$ cat config.mk
export PLATFORM = sky130hd
export DESIGN_NAME = midpoint_ellipse_raster
export DESIGN_NICKNAME = d
export VERILOG_FILES = /design/src/hw/rtl/mer_pkg.sv /design/src/hw/rtl/mer_ctrl.sv /design/src/hw/rtl/mer_datapath.sv /design/src/hw/rtl/midpoint_ellipse_raster.sv
export SDC_FILE = /design/constraint.sdc
export NUM_CORES = 2
export LEC_CHECK = 0
export BUFFER_PORTS_ARGS = -buffer_cell sky130_fd_sc_hd__buf_2
export CORE_ASPECT_RATIO = 0.8
export CORE_MARGIN = 2
export CORE_UTILIZATION = 55
export DETAILED_ROUTE_END_ITERATION = 10
export HOLD_SLACK_MARGIN = 0.08
export PLACE_DENSITY = 0.77
export SLEW_MARGIN = 25
export SYNTH_ARGS = -nofsm -noshare
export SYNTH_HDL_FRONTEND = slang
export SYNTH_SLANG_ARGS = --single-unit
$ cat constraint.sdc
create_clock -name clk -period 9.35 [get_ports clk]
set_input_delay 1.4025 -clock clk [delete_from_list [all_inputs] [get_ports clk]]
set_output_delay 1.4025 -clock clk [all_outputs]
set_load 0.005 [all_outputs]
$ cat src/hw/rtl/mer_pkg.sv
// shared types and constants for the midpoint ellipse rasterizer
package mer_pkg;

    localparam int AXIS_BITS_DEF = 10;
    localparam int PIX_W         = 13;
    localparam int HALF_W        = 11;
    localparam int CENTER_W      = 12;
    localparam int CFG_IDX_W     = 1;

    localparam logic [HALF_W-1:0] HALF_WIDTH_RST  = 11'd320;
    localparam logic [HALF_W-1:0] HALF_HEIGHT_RST = 11'd240;

    localparam logic [CFG_IDX_W-1:0] REG_HALF_WIDTH  = 1'b0;
    localparam logic [CFG_IDX_W-1:0] REG_HALF_HEIGHT = 1'b1;

    localparam logic OP_START = 1'b0;
    localparam logic OP_STEP  = 1'b1;

    localparam logic [1:0] BEAT_LAST = 2'd3;

    // operand selection and destination of the shared multiplier
    typedef enum logic [3:0] {
        MUL_NONE,
        MUL_AA,
        MUL_BB,
        MUL_AB,
        MUL_BX,
        MUL_AY,
        MUL_T1,
        MUL_T2,
        MUL_P1,
        MUL_P2
    } mul_op_t;

    typedef struct packed {
        logic      load_start;
        mul_op_t   mul_op;
        logic      region_chk;
        logic      emit;
        logic [1:0] beat;
        logic      decide;
    } dp_cmd_t;

endpackage

$ cat src/hw/rtl/mer_ctrl.sv
// sequencing state machine for the ellipse rasterizer
module mer_ctrl (
    input  logic             clk,
    input  logic             rst_n,
    input  logic             in_valid,
    input  logic             op,
    input  logic             out_stall,
    input  logic             fig_active,
    output logic             in_stall,
    output logic             out_valid,
    output mer_pkg::dp_cmd_t cmd
);

    typedef enum logic [3:0] {
        ST_IDLE,
        ST_SET_AA,
        ST_SET_BB,
        ST_SET_AB,
        ST_MUL_BX,
        ST_MUL_AY,
        ST_REGION,
        ST_EMIT,
        ST_MUL_T1,
        ST_MUL_T2,
        ST_MUL_P1,
        ST_MUL_P2,
        ST_DECIDE
    } state_t;

    state_t     state_reg;
    state_t     state_next;
    logic [1:0] beat_reg;
    logic [1:0] beat_next;
    logic       out_valid_reg;
    logic       out_valid_next;
    logic       slot_free;

    assign slot_free = !out_valid_reg || !out_stall;
    assign in_stall  = (state_reg != ST_IDLE);
    assign out_valid = out_valid_reg;

    always_comb
    begin
        cmd            = '0;
        cmd.mul_op     = mer_pkg::MUL_NONE;
        cmd.beat       = beat_reg;
        state_next     = state_reg;
        beat_next      = beat_reg;
        out_valid_next = out_stall ? out_valid_reg : 1'b0;
        case (state_reg)
            ST_IDLE:
            begin
                if (in_valid)
                begin
                    if (op == mer_pkg::OP_START)
                    begin
                        cmd.load_start = 1'b1;
                        state_next     = ST_SET_AA;
                    end
                    else if (fig_active)
                    begin
                        state_next = ST_MUL_BX;
                    end
                end
            end
            ST_SET_AA:
            begin
                cmd.mul_op = mer_pkg::MUL_AA;
                state_next = ST_SET_BB;
            end
            ST_SET_BB:
            begin
                cmd.mul_op = mer_pkg::MUL_BB;
                state_next = ST_SET_AB;
            end
            ST_SET_AB:
            begin
                cmd.mul_op = mer_pkg::MUL_AB;
                state_next = ST_IDLE;
            end
            ST_MUL_BX:
            begin
                cmd.mul_op = mer_pkg::MUL_BX;
                state_next = ST_MUL_AY;
            end
            ST_MUL_AY:
            begin
                cmd.mul_op = mer_pkg::MUL_AY;
                state_next = ST_REGION;
            end
            ST_REGION:
            begin
                cmd.region_chk = 1'b1;
                beat_next      = 2'd0;
                state_next     = ST_EMIT;
            end
            ST_EMIT:
            begin
                if (slot_free)
                begin
                    cmd.emit       = 1'b1;
                    out_valid_next = 1'b1;
                    beat_next      = beat_reg + 2'd1;
                    if (beat_reg == mer_pkg::BEAT_LAST)
                    begin
                        state_next = ST_MUL_T1;
                    end
                end
            end
            ST_MUL_T1:
            begin
                cmd.mul_op = mer_pkg::MUL_T1;
                state_next = ST_MUL_T2;
            end
            ST_MUL_T2:
            begin
                cmd.mul_op = mer_pkg::MUL_T2;
                state_next = ST_MUL_P1;
            end
            ST_MUL_P1:
            begin
                cmd.mul_op = mer_pkg::MUL_P1;
                state_next = ST_MUL_P2;
            end
            ST_MUL_P2:
            begin
                cmd.mul_op = mer_pkg::MUL_P2;
                state_next = ST_DECIDE;
            end
            ST_DECIDE:
            begin
                cmd.decide = 1'b1;
                state_next = ST_IDLE;
            end
            default:
            begin
                state_next = ST_IDLE;
            end
        endcase
    end

    always_ff @(posedge clk or negedge rst_n)
    begin
        if (!rst_n)
        begin
            state_reg     <= ST_IDLE;
            beat_reg      <= 2'd0;
            out_valid_reg <= 1'b0;
        end
        else
        begin
            state_reg     <= state_next;
            beat_reg      <= beat_next;
            out_valid_reg <= out_valid_next;
        end
    end

endmodule

$ cat src/hw/rtl/mer_datapath.sv
// figure registers, shared multiplier, midpoint decision and pixel output register
module mer_datapath #(
    parameter int AXIS_BITS = mer_pkg::AXIS_BITS_DEF
) (
    input  logic                                clk,
    input  logic                                rst_n,
    input  mer_pkg::dp_cmd_t                    cmd,
    input  logic signed [mer_pkg::CENTER_W-1:0] center_x,
    input  logic signed [mer_pkg::CENTER_W-1:0] center_y,
    input  logic [AXIS_BITS-1:0]                semi_a,
    input  logic [AXIS_BITS-1:0]                semi_b,
    input  logic [mer_pkg::HALF_W-1:0]          half_width,
    input  logic [mer_pkg::HALF_W-1:0]          half_height,
    output logic                                fig_active,
    output logic signed [mer_pkg::PIX_W-1:0]    pixel_x,
    output logic signed [mer_pkg::PIX_W-1:0]    pixel_y,
    output logic                                last,
    output logic                                done_res
);

    localparam int N   = AXIS_BITS;
    localparam int XW  = N + 1;
    localparam int YW  = N + 2;
    localparam int TW  = N + 2;
    localparam int SQW = 2 * N;
    localparam int TQW = 2 * N + 4;
    localparam int MW  = 2 * N + 4;
    localparam int PW  = 2 * MW;
    localparam int CW  = 3 * N + 1;
    localparam int RW  = 4 * N + 2;
    localparam int QW  = 4 * N + 4;
    localparam int LW  = 4 * N + 7;
    localparam int PXW = mer_pkg::PIX_W;
    localparam int SW  = (YW + 1 > PXW) ? YW + 1 : PXW;

    logic [N-1:0]                        a_reg;
    logic [N-1:0]                        b_reg;
    logic signed [mer_pkg::CENTER_W-1:0] cx_reg;
    logic signed [mer_pkg::CENTER_W-1:0] cy_reg;
    logic [XW-1:0]                       x_reg;
    logic [XW-1:0]                       x_next;
    logic signed [YW-1:0]                y_reg;
    logic signed [YW-1:0]                y_next;
    logic                                region_reg;
    logic                                active_reg;
    logic [SQW-1:0]                      aa_reg;
    logic [SQW-1:0]                      bb_reg;
    logic [RW-1:0]                       ab4_reg;
    logic [CW-1:0]                       bx_reg;
    logic [CW-1:0]                       ay_reg;
    logic [TQW-1:0]                      t1sq_reg;
    logic [TQW-1:0]                      t2sq_reg;
    logic [QW-1:0]                       p1_reg;
    logic [QW-1:0]                       p2_reg;

    logic [MW-1:0]  mul_a;
    logic [MW-1:0]  mul_b;
    logic [PW-1:0]  prod;
    logic [TW-1:0]  x_t;
    logic [TW-1:0]  y_t;
    logic [TW-1:0]  t1;
    logic [TW-1:0]  t2;
    logic           y_zero;
    logic           fin;
    logic [LW-1:0]  lhs;
    logic [LW-1:0]  rhs;

    logic [SW-1:0]  x_w;
    logic [SW-1:0]  y_w;
    logic [PXW-1:0] col_base;
    logic [PXW-1:0] row_base;
    logic [PXW-1:0] col0;
    logic [PXW-1:0] col1;
    logic [PXW-1:0] row0;
    logic [PXW-1:0] row1;
    logic [PXW-1:0] px_sel;
    logic [PXW-1:0] py_sel;

    assign fig_active = active_reg;
    assign y_zero     = (y_reg == '0);
    assign fin        = region_reg && y_zero;

    // midpoint terms, y is never negative while a figure is active
    assign x_t = TW'(x_reg);
    assign y_t = TW'(y_reg[N:0]);
    always_comb
    begin
        if (region_reg)
        begin
            t1 = (x_t << 1) + TW'(1);
            t2 = y_zero ? TW'(1) : y_t - TW'(1);
        end
        else
        begin
            t1 = x_t + TW'(1);
            t2 = y_zero ? TW'(1) : (y_t << 1) - TW'(1);
        end
    end

    // shared multiplier operand select
    always_comb
    begin
        mul_a = '0;
        mul_b = '0;
        case (cmd.mul_op)
            mer_pkg::MUL_AA:
            begin
                mul_a = MW'(a_reg);
                mul_b = MW'(a_reg);
            end
            mer_pkg::MUL_BB:
            begin
                mul_a = MW'(b_reg);
                mul_b = MW'(b_reg);
            end
            mer_pkg::MUL_AB:
            begin
                mul_a = MW'(aa_reg);
                mul_b = MW'(bb_reg);
            end
            mer_pkg::MUL_BX:
            begin
                mul_a = MW'(bb_reg);
                mul_b = MW'(x_reg);
            end
            mer_pkg::MUL_AY:
            begin
                mul_a = MW'(aa_reg);
                mul_b = MW'(y_reg[N:0]);
            end
            mer_pkg::MUL_T1:
            begin
                mul_a = MW'(t1);
                mul_b = MW'(t1);
            end
            mer_pkg::MUL_T2:
            begin
                mul_a = MW'(t2);
                mul_b = MW'(t2);
            end
            mer_pkg::MUL_P1:
            begin
                mul_a = MW'(t1sq_reg);
                mul_b = MW'(bb_reg);
            end
            mer_pkg::MUL_P2:
            begin
                mul_a = MW'(t2sq_reg);
                mul_b = MW'(aa_reg);
            end
            default:
            begin
                mul_a = '0;
                mul_b = '0;
            end
        endcase
    end

    assign prod = mul_a * mul_b;

    // decision scaled by four: the factor of four sits on the x term in region one
    always_comb
    begin
        if (region_reg)
        begin
            lhs = LW'(p1_reg) + (LW'(p2_reg) << 2);
        end
        else
        begin
            lhs = (LW'(p1_reg) << 2) + LW'(p2_reg);
        end
        rhs = LW'(ab4_reg);
        if (region_reg)
        begin
            x_next = (lhs <= rhs) ? x_reg + XW'(1) : x_reg;
            y_next = y_reg - YW'(1);
        end
        else
        begin
            x_next = x_reg + XW'(1);
            y_next = (lhs >= rhs) ? y_reg - YW'(1) : y_reg;
        end
    end

    // screen coordinates, wrapped to the pixel width
    assign x_w      = SW'(x_reg);
    assign y_w      = SW'(y_reg);
    assign col_base = PXW'(half_width) + PXW'(cx_reg);
    assign row_base = PXW'(half_height) - PXW'(cy_reg);
    assign col0     = col_base + x_w[PXW-1:0];
    assign col1     = col_base - x_w[PXW-1:0];
    assign row0     = row_base - y_w[PXW-1:0];
    assign row1     = row_base + y_w[PXW-1:0];

    always_comb
    begin
        case (cmd.beat)
            2'd0:
            begin
                px_sel = col0;
                py_sel = row0;
            end
            2'd1:
            begin
                px_sel = col1;
                py_sel = row0;
            end
            2'd2:
            begin
                px_sel = col1;
                py_sel = row1;
            end
            default:
            begin
                px_sel = col0;
                py_sel = row1;
            end
        endcase
    end

    // figure control bits
    always_ff @(posedge clk or negedge rst_n)
    begin
        if (!rst_n)
        begin
            region_reg <= 1'b0;
            active_reg <= 1'b0;
        end
        else
        begin
            if (cmd.load_start)
            begin
                region_reg <= 1'b0;
                active_reg <= 1'b1;
            end
            else
            begin
                if (cmd.region_chk && !region_reg && !(bx_reg < ay_reg))
                begin
                    region_reg <= 1'b1;
                end
                if (cmd.decide && fin)
                begin
                    active_reg <= 1'b0;
                end
            end
        end
    end

    // figure payload and products
    always_ff @(posedge clk)
    begin
        if (cmd.load_start)
        begin
            a_reg  <= semi_a;
            b_reg  <= semi_b;
            cx_reg <= center_x;
            cy_reg <= center_y;
            x_reg  <= '0;
            y_reg  <= YW'(semi_b);
        end
        else if (cmd.decide)
        begin
            x_reg <= x_next;
            y_reg <= y_next;
        end
        case (cmd.mul_op)
            mer_pkg::MUL_AA: aa_reg   <= prod[SQW-1:0];
            mer_pkg::MUL_BB: bb_reg   <= prod[SQW-1:0];
            mer_pkg::MUL_AB: ab4_reg  <= {prod[RW-3:0], 2'b00};
            mer_pkg::MUL_BX: bx_reg   <= prod[CW-1:0];
            mer_pkg::MUL_AY: ay_reg   <= prod[CW-1:0];
            mer_pkg::MUL_T1: t1sq_reg <= prod[TQW-1:0];
            mer_pkg::MUL_T2: t2sq_reg <= prod[TQW-1:0];
            mer_pkg::MUL_P1: p1_reg   <= prod[QW-1:0];
            mer_pkg::MUL_P2: p2_reg   <= prod[QW-1:0];
            default:
            begin
            end
        endcase
        if (cmd.emit)
        begin
            pixel_x  <= px_sel;
            pixel_y  <= py_sel;
            last     <= (cmd.beat == mer_pkg::BEAT_LAST);
            done_res <= (cmd.beat == mer_pkg::BEAT_LAST) && fin;
        end
    end

endmodule

$ cat src/hw/rtl/midpoint_ellipse_raster.sv
// top level of the midpoint ellipse rasterizer
// usage:
//   input channel (in_valid / in_stall) carries one request: op selects start or step.
//   a start request loads centre and semi-axes and puts the point at (0, semi_b);
//   it produces no pixels and holds in_stall high while a*a, b*b
//   and 4*a*a*b*b are formed on the shared multiplier.
//   a step request on an active figure produces four mirrored pixels on the
//   output channel (out_valid / out_stall), last set on the fourth, done_res set
//   on the fourth pixel of the final point of the figure.
//   a step with no active figure is taken and gives nothing.
//   a step holds the block while it works through two multiplies on the single
//   shared multiplier, the region check, the four output beats, four more
//   multiplies and the decision, six multiplies in all.
//   out_stall holds the output register; the step simply waits in its emit
//   state, and in_stall stays high until the step is fully finished.
//   reset clears the figure (no active figure), the sequencer and out_valid;
//   half_width and half_height return to 320 and 240.
//   configuration writes (cfg_we, cfg_idx, cfg_data) take effect at once and
//   are expected only while the block is idle.
module midpoint_ellipse_raster #(
    parameter int AXIS_BITS = mer_pkg::AXIS_BITS_DEF
) (
    input  logic                                 clk,
    input  logic                                 rst_n,
    // configuration write port
    input  logic                                 cfg_we,
    input  logic [mer_pkg::CFG_IDX_W-1:0]        cfg_idx,
    input  logic [mer_pkg::HALF_W-1:0]           cfg_data,
    // request channel
    input  logic                                 in_valid,
    output logic                                 in_stall,
    input  logic                                 op,
    input  logic signed [mer_pkg::CENTER_W-1:0]  center_x,
    input  logic signed [mer_pkg::CENTER_W-1:0]  center_y,
    input  logic [AXIS_BITS-1:0]                 semi_a,
    input  logic [AXIS_BITS-1:0]                 semi_b,
    // pixel channel
    output logic                                 out_valid,
    input  logic                                 out_stall,
    output logic signed [mer_pkg::PIX_W-1:0]     pixel_x,
    output logic signed [mer_pkg::PIX_W-1:0]     pixel_y,
    output logic                                 last,
    output logic                                 done_res
);

    logic [mer_pkg::HALF_W-1:0] half_width_reg;
    logic [mer_pkg::HALF_W-1:0] half_height_reg;
    mer_pkg::dp_cmd_t           cmd;
    logic                       fig_active;

    // window origin registers
    always_ff @(posedge clk or negedge rst_n)
    begin
        if (!rst_n)
        begin
            half_width_reg  <= mer_pkg::HALF_WIDTH_RST;
            half_height_reg <= mer_pkg::HALF_HEIGHT_RST;
        end
        else if (cfg_we)
        begin
            case (cfg_idx)
                mer_pkg::REG_HALF_WIDTH:  half_width_reg  <= cfg_data;
                mer_pkg::REG_HALF_HEIGHT: half_height_reg <= cfg_data;
                default:
                begin
                end
            endcase
        end
    end

    // sequencer: accepts requests, steps the multiplier, paces the pixel beats
    mer_ctrl u_ctrl (
        .clk        (clk),
        .rst_n      (rst_n),
        .in_valid   (in_valid),
        .op         (op),
        .out_stall  (out_stall),
        .fig_active (fig_active),
        .in_stall   (in_stall),
        .out_valid  (out_valid),
        .cmd        (cmd)
    );

    // figure state, decision arithmetic and output pixel register
    mer_datapath #(
        .AXIS_BITS (AXIS_BITS)
    ) u_datapath (
        .clk         (clk),
        .rst_n       (rst_n),
        .cmd         (cmd),
        .center_x    (center_x),
        .center_y    (center_y),
        .semi_a      (semi_a),
        .semi_b      (semi_b),
        .half_width  (half_width_reg),
        .half_height (half_height_reg),
        .fig_active  (fig_active),
        .pixel_x     (pixel_x),
        .pixel_y     (pixel_y),
        .last        (last),
        .done_res    (done_res)
    );

    // end of figure only ever marks the fourth pixel of a step
    a_done_on_last: assert property (@(posedge clk) disable iff (!rst_n)
        out_valid && done_res |-> last)
        else $error("done_res without last");

    // a start request always runs the setup multiplies before the next request
    a_start_busy: assert property (@(posedge clk) disable iff (!rst_n)
        in_valid && !in_stall && (op == mer_pkg::OP_START) |=> in_stall)
        else $error("start request not followed by setup");

    // pixels appear only while a step is being worked
    a_pixel_in_step: assert property (@(posedge clk) disable iff (!rst_n)
        $rose(out_valid) |-> $past(in_stall))
        else $error("pixel emitted outside a step");

    // a new figure never starts pixels in the same cycle as the start request
    a_no_emit_on_start: assert property (@(posedge clk) disable iff (!rst_n)
        cmd.load_start |-> !cmd.emit && !cmd.decide)
        else $error("start overlaps step work");

endmodule
======== Yosys cells after proc, flatten, opt, wreduce, memory -nomap -nowiden ========
Cells that the tools add are included.
storage, ports and cells
  bits in read-only memories .............. 0
  input port bits ......................... 62
  bits in latches ......................... 0
  logic and storage cells ................. 145
  memories kept ........................... 0
  RAM bits ................................ 0
  flip-flop bits (word level) ............. 404
  output and inout bits ................... 30
cells by class
  add/sub/neg operators ................... 15
  reductions and logical operators ........ 31
  div/mod/pow operators ................... 0
  $lt $le $gt $ge ......................... 3
  eq/ne operators ......................... 29
  mux-type cells .......................... 38
  multiply operators ...................... 1
  bitwise gates (word level) .............. 1
  shifts and indexed selects .............. 0
operator list
  cell                                                              count
  24-bit one-hot mux with 8 select lines                            1
  20-bit one-hot mux with 8 select lines                            1
  12-bit 2-to-1 mux                                                 6
  44-bit by 46-bit adder with 47-bit output                         1
  46-bit by 44-bit adder with 47-bit output                         1
  47-bit by 42-bit greater-or-equal comparator with 1-bit output    1
  47-bit by 42-bit <= comparator with 1-bit output                  1
  47-bit 2-to-1 mux                                                 1
  24-bit by 20-bit multiplier with 44-bit output                    1
  4-bit one-hot mux with 11 select lines                            1
  4-bit one-hot mux with 9 select lines                             1
  4-bit by 3-bit == test with 1-bit output (second input constant)  8
  31-bit < comparator                                               1
  4-bit == test (second input constant)                             7
  13-bit 2-to-1 mux                                                 2
  11-bit 2-to-1 mux                                                 2
  10-bit 2-to-1 mux                                                 2
  4-bit 2-to-1 mux                                                  5
  4-bit by 2-bit == test with 1-bit output (second input constant)  4
  1-bit 2-to-1 mux                                                  14
  12-bit by 12-bit adder with 13-bit output                         1
  13-bit by 11-bit adder with 13-bit output                         1
  13-bit adder                                                      1
  12-bit by 12-bit subtractor with 13-bit output                    1
  30 further kinds                                                  53

======== Longest topological paths before layout ========
  word-level depth ........................ 7
  gate-level depth with buffers ........... 40
  mapped depth without buffers ............ 38

======== Modules after synthesis ========
A second synthesis with hierarchy kept.
unflattened totals
  cell total of the unflattened synthesis .. 4110
  area total of the unflattened synthesis .. 39567.9 sq um
modules (own cells, without submodules)
  module                   sequential area each (sq um)  times used  cells each  area each (sq um)
  mer_datapath             11120.7                       1           4007        38205.4
  midpoint_ellipse_raster  558.0                         1           48          883.3
  mer_ctrl                 175.2                         1           55          479.2

======== Worst setup path after synthesis ========
OpenSTA, ideal clock, no wires.
  path kind ............................... flip-flop to flip-flop
  start point ............................. register u_ctrl.state_reg[2]
  end point ............................... register u_datapath.p1_reg[42], data pin
  library setup time ...................... 0.262 ns
  arrival ................................. 9.478 ns
  stages on the path, launching flop included .. 32
  data required time ...................... 9.088 ns
  path buffers ............................ 3
  setup slack ............................. -0.390 ns
  period minus slack after synthesis ...... 9.740 ns
  path through ............................ dfrtp_1 > inv_1 > ha_1 > clkbuf_1 > nand3b_1 > nor2_1 > buf_1 > clkbuf_1 > a221oi_1 > nor2_1 > fa_1 > inv_1 > fa_1 > fa_1 > inv_1 > fa_1 > fa_1 > fa_1 > inv_1 > fa_1 > inv_1 > ha_1 > a21o_1 > a31o_2 > a21oi_1 > nand3b_1 > o21ai_0 > a21oi_1 > a41o_1 > a211o_1 > a21oi_1 > xnor2_1
on the way
  cells in the longest elaborated chain, start to end .. 6
  elaborated cells on any way between the ends .. 24
  classes of those cells .................. mul: 1; eq/ne: 18; mux: 3; reduce/logical: 2
ends and longest elaborated chain
  element                                                                                                  line                 text
  from (decl)                                                                                              mer_ctrl.sv:30       state_t state_reg;
  from (signal assigned)                                                                                   mer_ctrl.sv:152      state_reg <= state_next;
  4-bit == test (tied with other cells)                                                                    mer_ctrl.sv:50       case (state_reg)
  4-bit one-hot mux with 9 select lines *                                                                  mer_ctrl.sv:50
  4-bit by 2-bit == test with 1-bit output (tied with other cells)                                         mer_datapath.sv:105  case (cmd.mul_op)
  2-bit OR reduction (no source line)                                                                      -
  24-bit one-hot mux with 8 select lines / 20-bit one-hot mux with 8 select lines (equally long branches)  mer_datapath.sv:105
  24-bit by 20-bit multiplier with 44-bit output *                                                         mer_datapath.sv:159  assign prod = mul_a * mul_b;
  named net u_datapath.prod[42]                                                                            mer_datapath.sv:58   logic [PW-1:0] prod;
  to (signal assigned)                                                                                     mer_datapath.sv:275  mer_pkg::MUL_P1: p1_reg <= prod[QW-1:0];
  to (decl)                                                                                                mer_datapath.sv:53   logic [QW-1:0] p1_reg;
Mark *: on every way through the listed nets, which the timed path passes. The rest lies on a longest branch.
A chain may end at the register's enable or synchronous reset.

======== Final worst setup path ========
  start point ............................. register u_datapath.y_reg[0]
  end point ............................... register u_datapath.p1_reg[43], data pin
on the way
  cells in the longest elaborated chain, start to end .. 5
  elaborated cells on any way between the ends .. 9
  classes of those cells .................. add/sub: 2; mul: 1; mux: 5; reduce/logical: 1
ends and longest elaborated chain
  element                                                                                                  line                                    text
  from (decl)                                                                                              mer_datapath.sv:42                      logic signed [YW-1:0] y_reg;
  from (signal assigned)                                                                                   mer_datapath.sv:260                     y_reg <= YW'(semi_b);
  from (signal assigned)                                                                                   mer_datapath.sv:265                     y_reg <= y_next;
  12-bit by 1-bit subtractor with 12-bit output (tied with other cells)                                    mer_datapath.sv:96                      t2 = y_zero ? TW'(1) : (y_t << 1) - TW'(1);
  12-bit 2-to-1 mux (on tied branches)                                                                     mer_datapath.sv:96, mer_datapath.sv:91
  12-bit 2-to-1 mux                                                                                        mer_datapath.sv:88                      if (region_reg)
  24-bit one-hot mux with 8 select lines / 20-bit one-hot mux with 8 select lines (equally long branches)  mer_datapath.sv:105
  24-bit by 20-bit multiplier with 44-bit output *                                                         mer_datapath.sv:159
  named net u_datapath.prod[43]                                                                            mer_datapath.sv:58
Marks and branches as above.

==> results.yml <==
run_status:
  run_status: "finished clean"
synthesis:
  synthFlopType: "edfxtp_1"
  synth_cells: 4033
  yosysTopAreaCellShare_pct: 27.6
  seq_area_frac_synth_pct: 30.2
  yosysUniqueCellTypes: 85
  synth_commonest_cells: "inv_1 (613), nand2_1 (462), fa_1 (398), ha_1 (365), edfxtp_1 (360)"
  async_flop_share_pct: 7.67
  synthTopCellsByArea: "edfxtp_1 (28%), fa_1 (20%), ha_1 (12%)"
  synth_warnings: 0
  syn_nets: 4858
  synth_area_um2: 39200
  ys_ff_latch: 404
  avgSynthCellArea_um2: 9.73
  synth_top_area_cell: "edfxtp_1"
  synth-edff-count: 360
  synth.most_common_cell: "inv_1"
route:
  first_pass_iters: 8
  drt_iter0_markers: 3807
  final_antenna_net_count: 0
  wire_per_inst_um: 22.2
  route.detailed.drc: 0
  wirelength_mm: 117
  viasPerCell: 6.02
  vias: 31700
clock_network:
  cts_max_level: 2
  clk_pin_slew_worst_paths_ns: 0.07
  cts_hold_buffers: 0
  clockBufferDepth: 3
  root_buffer: "clkbuf_16"
  numCtsBuffers: 40
  cts_tree: "built"
  cts_sinks: 404
  clock_latency_ns: 0.58
place:
  dp_hpwl_mm: 92.5
  place_area_um2: 42500
  gp_congestion: 1.04
  portBuffers: 91
final_layout:
  antenna_cells: 0
  fill_cells: 5550
  final_cell_area_um2: 44600
  drive_above_1_share_pct: 14.5
  area_delta_synth_final_pct: 13.8
  final_nets: 5134
worst_setup_path:
  slowest_stage: "fa_1"
  cp.arrival_ns: 9.64
  critPathKind: "reg2reg"
  critPathLaunchType: "flop"
  end_kind: "flop"
  cpPeakStageDelay_ns: 0.54
  cp_common_cell: "fa_1"
  cp.required_ns: 9.68
  critPathMaxFanout: 4
timing:
  tns_ns: 0
  maxSlewViolCount: 0
  hold_viol_final: 0
  rsz0062_at_grt: "true"
  fmax_mhz: 107
  worst_slew_pin_slew_ns: 1.17
  setup-violations-final: 0
  relSlewSlack_pct: 21.6
  finClkSkew_ns: 0.0373
  fin_crit_ns: 9.32
  fin_crit_sh_pct: 99.6
global_routing:
  grt_pass1_vias: 31100
  track_usage_pct: 31.8
  grt_first_pass_wirelength_mm: 179
  grt_max_degree: 66
  antenna_found_initial: 4
  grt_overflow: 0
floorplanning:
  coreArea_um2: 70500
  die_h_um: 243
  start_util_pct: 55.6
  die_w_um: 303
  fp-row-count: 87
  io_pins: 92
  die-area_um2: 73500
run:
  maxCapViolations: 0
power:
  peakVddDrop_v: 0.000413
  leakage_nw: 20.3
  power.density_nw_per_um2: 315
worst_hold_path:
  min-delay-path-class: "reg2reg"
## worst paths after layout
| check | startpoint | slack (ns) | to | cells after the start |
|---|---|---|---|---|
| hold / removal | u_datapath.fig_active$_DFFE_PN0P_ | 0.51 | u_datapath.fig_active$_DFFE_PN0P_ | 2 |
| min in group asynchronous | rst_n | 0.90 | half_width_reg[5]$_DFFE_PN0P_ | 1 |
| setup / recovery | u_datapath.y_reg[0]$_DFFE_PP_ | 0.03 | u_datapath.p1_reg[43]$_DFFE_PN_ | 38 |
| hold reg to reg | u_datapath.fig_active$_DFFE_PN0P_ | 0.51 | u_datapath.fig_active$_DFFE_PN0P_ | 2 |
| max in group asynchronous | rst_n | 7.85 | u_datapath.region_reg$_DFFE_PN0P_ | 1 |
| setup reg to reg | u_datapath.y_reg[0]$_DFFE_PP_ | 0.03 | u_datapath.p1_reg[43]$_DFFE_PN_ | 38 |
## cell usage in the layout, fill, tap and decap left out, types with 13 or more instances in the layout
cell type    n
inv_1      598
nand2_1    456
fa_1       382
edfxtp_1   360
ha_1       348
nor2_1     344
buf_4      269
a21oi_1    196
o21ai_0    165
xnor2_1     99
buf_2       91
a21o_1      83
xor2_1      62
nand2b_1    47
nand4_1     43
clkbuf_16   41
nand3_1     34
nor2b_1     31
nor3_1      29
a31oi_1     27
a22o_1      27
a22oi_1     26
and2_1      26
mux2_2      26
dfrtp_1     24
o21a_1      23
o21bai_1    22
and3_1      21
a211oi_1    19
fa_2        16
o211ai_1    15
inv_2       15
mux2i_1     15
a21boi_0    15
or3_1       14
a221oi_1    13
a222oi_1    13
ha_4        13
buf_6       13
dfxtp_1     13
## report_power, final
group	internal [W]	total (W)	switching, W
clock network	0.000936	0.00166	0.000728
logic	0.00331	0.00912	0.00580
registers	0.00311	0.00326	0.000146
## worst max-delay path, delay by kind of cell, from the launching register on
kind	cells	cell delay (ns)
and+or+nand+nor	10	2.03
AOI/OAI and AO/OA	9	2.00
adders and majority gates	9	3.75
xor gates and xnor gates	1	0.13
buffers and inverters	9	0.72
DFF	1	0.42
## stage by stage
| step | utilization, % | power (W) | setup slack [ns] | hold slack (ns) | instances |
|---|---|---|---|---|---|
| global placement | 60.2 | 0.0112 | -0.216 | 0.489 | 5172 |
| floorplan | - | 0.00753 | 0.0244 | 0.471 | 4033 |
| detailed placement | 60.2 | 0.0115 | -0.422 | 0.492 | 5172 |
| global route | 63.3 | 0.0147 | -0.234 | 0.533 | 5271 |
| finish | 63.3 | 0.0140 | 0.0335 | 0.515 | 5271 |
| CTS | 62.5 | 0.0133 | -0.00482 | 0.509 | 5249 |
## routing by layer
layer  track usage (%)  up-vias  share of wire (%)
li1                  -    14100                  -
met1              45.8    15300                 40
met2              46.2     1948                 42
met3              8.85      296                 14
met4              10.6        2                3.9
met5                 0        -              0.012
## cell type report
cell class | count | area (um^2) | area share, %
clock buffers | 50 | 1080 | 2.42
inverters | 613 | 2300 | 5.16
clock inverters | 20 | 226 | 0.507
flip-flops and latches | 404 | 11900 | 26.6
multi-input cells | 2865 | 25100 | 56.3
well taps | 934 | 1170 | 2.62
repair buffers | 385 | 2860 | 6.41
## cell families (layout without fill, tap and decap cells)
logic type	Yosys count	in the layout	synth area share, %
mux	41	41	1.13
buf+inv	764	1068	7.36
xor+xnor	174	174	3.88
compound gates	762	762	12.7
flops	404	404	30.2
simple gates	1125	1125	12.7
fa+ha+maj	763	763	31.9
## timing repair
item / 4_1_cts / 5_1_grt
pin swaps: 31 / 98
endpoints found under the hold margin: 0 / 0
setup buffers: 7 / 22
gates resized for setup: 49 / 97
endpoints found under the setup margin: 97 / 113
Power figures use the tool's default switching activity.
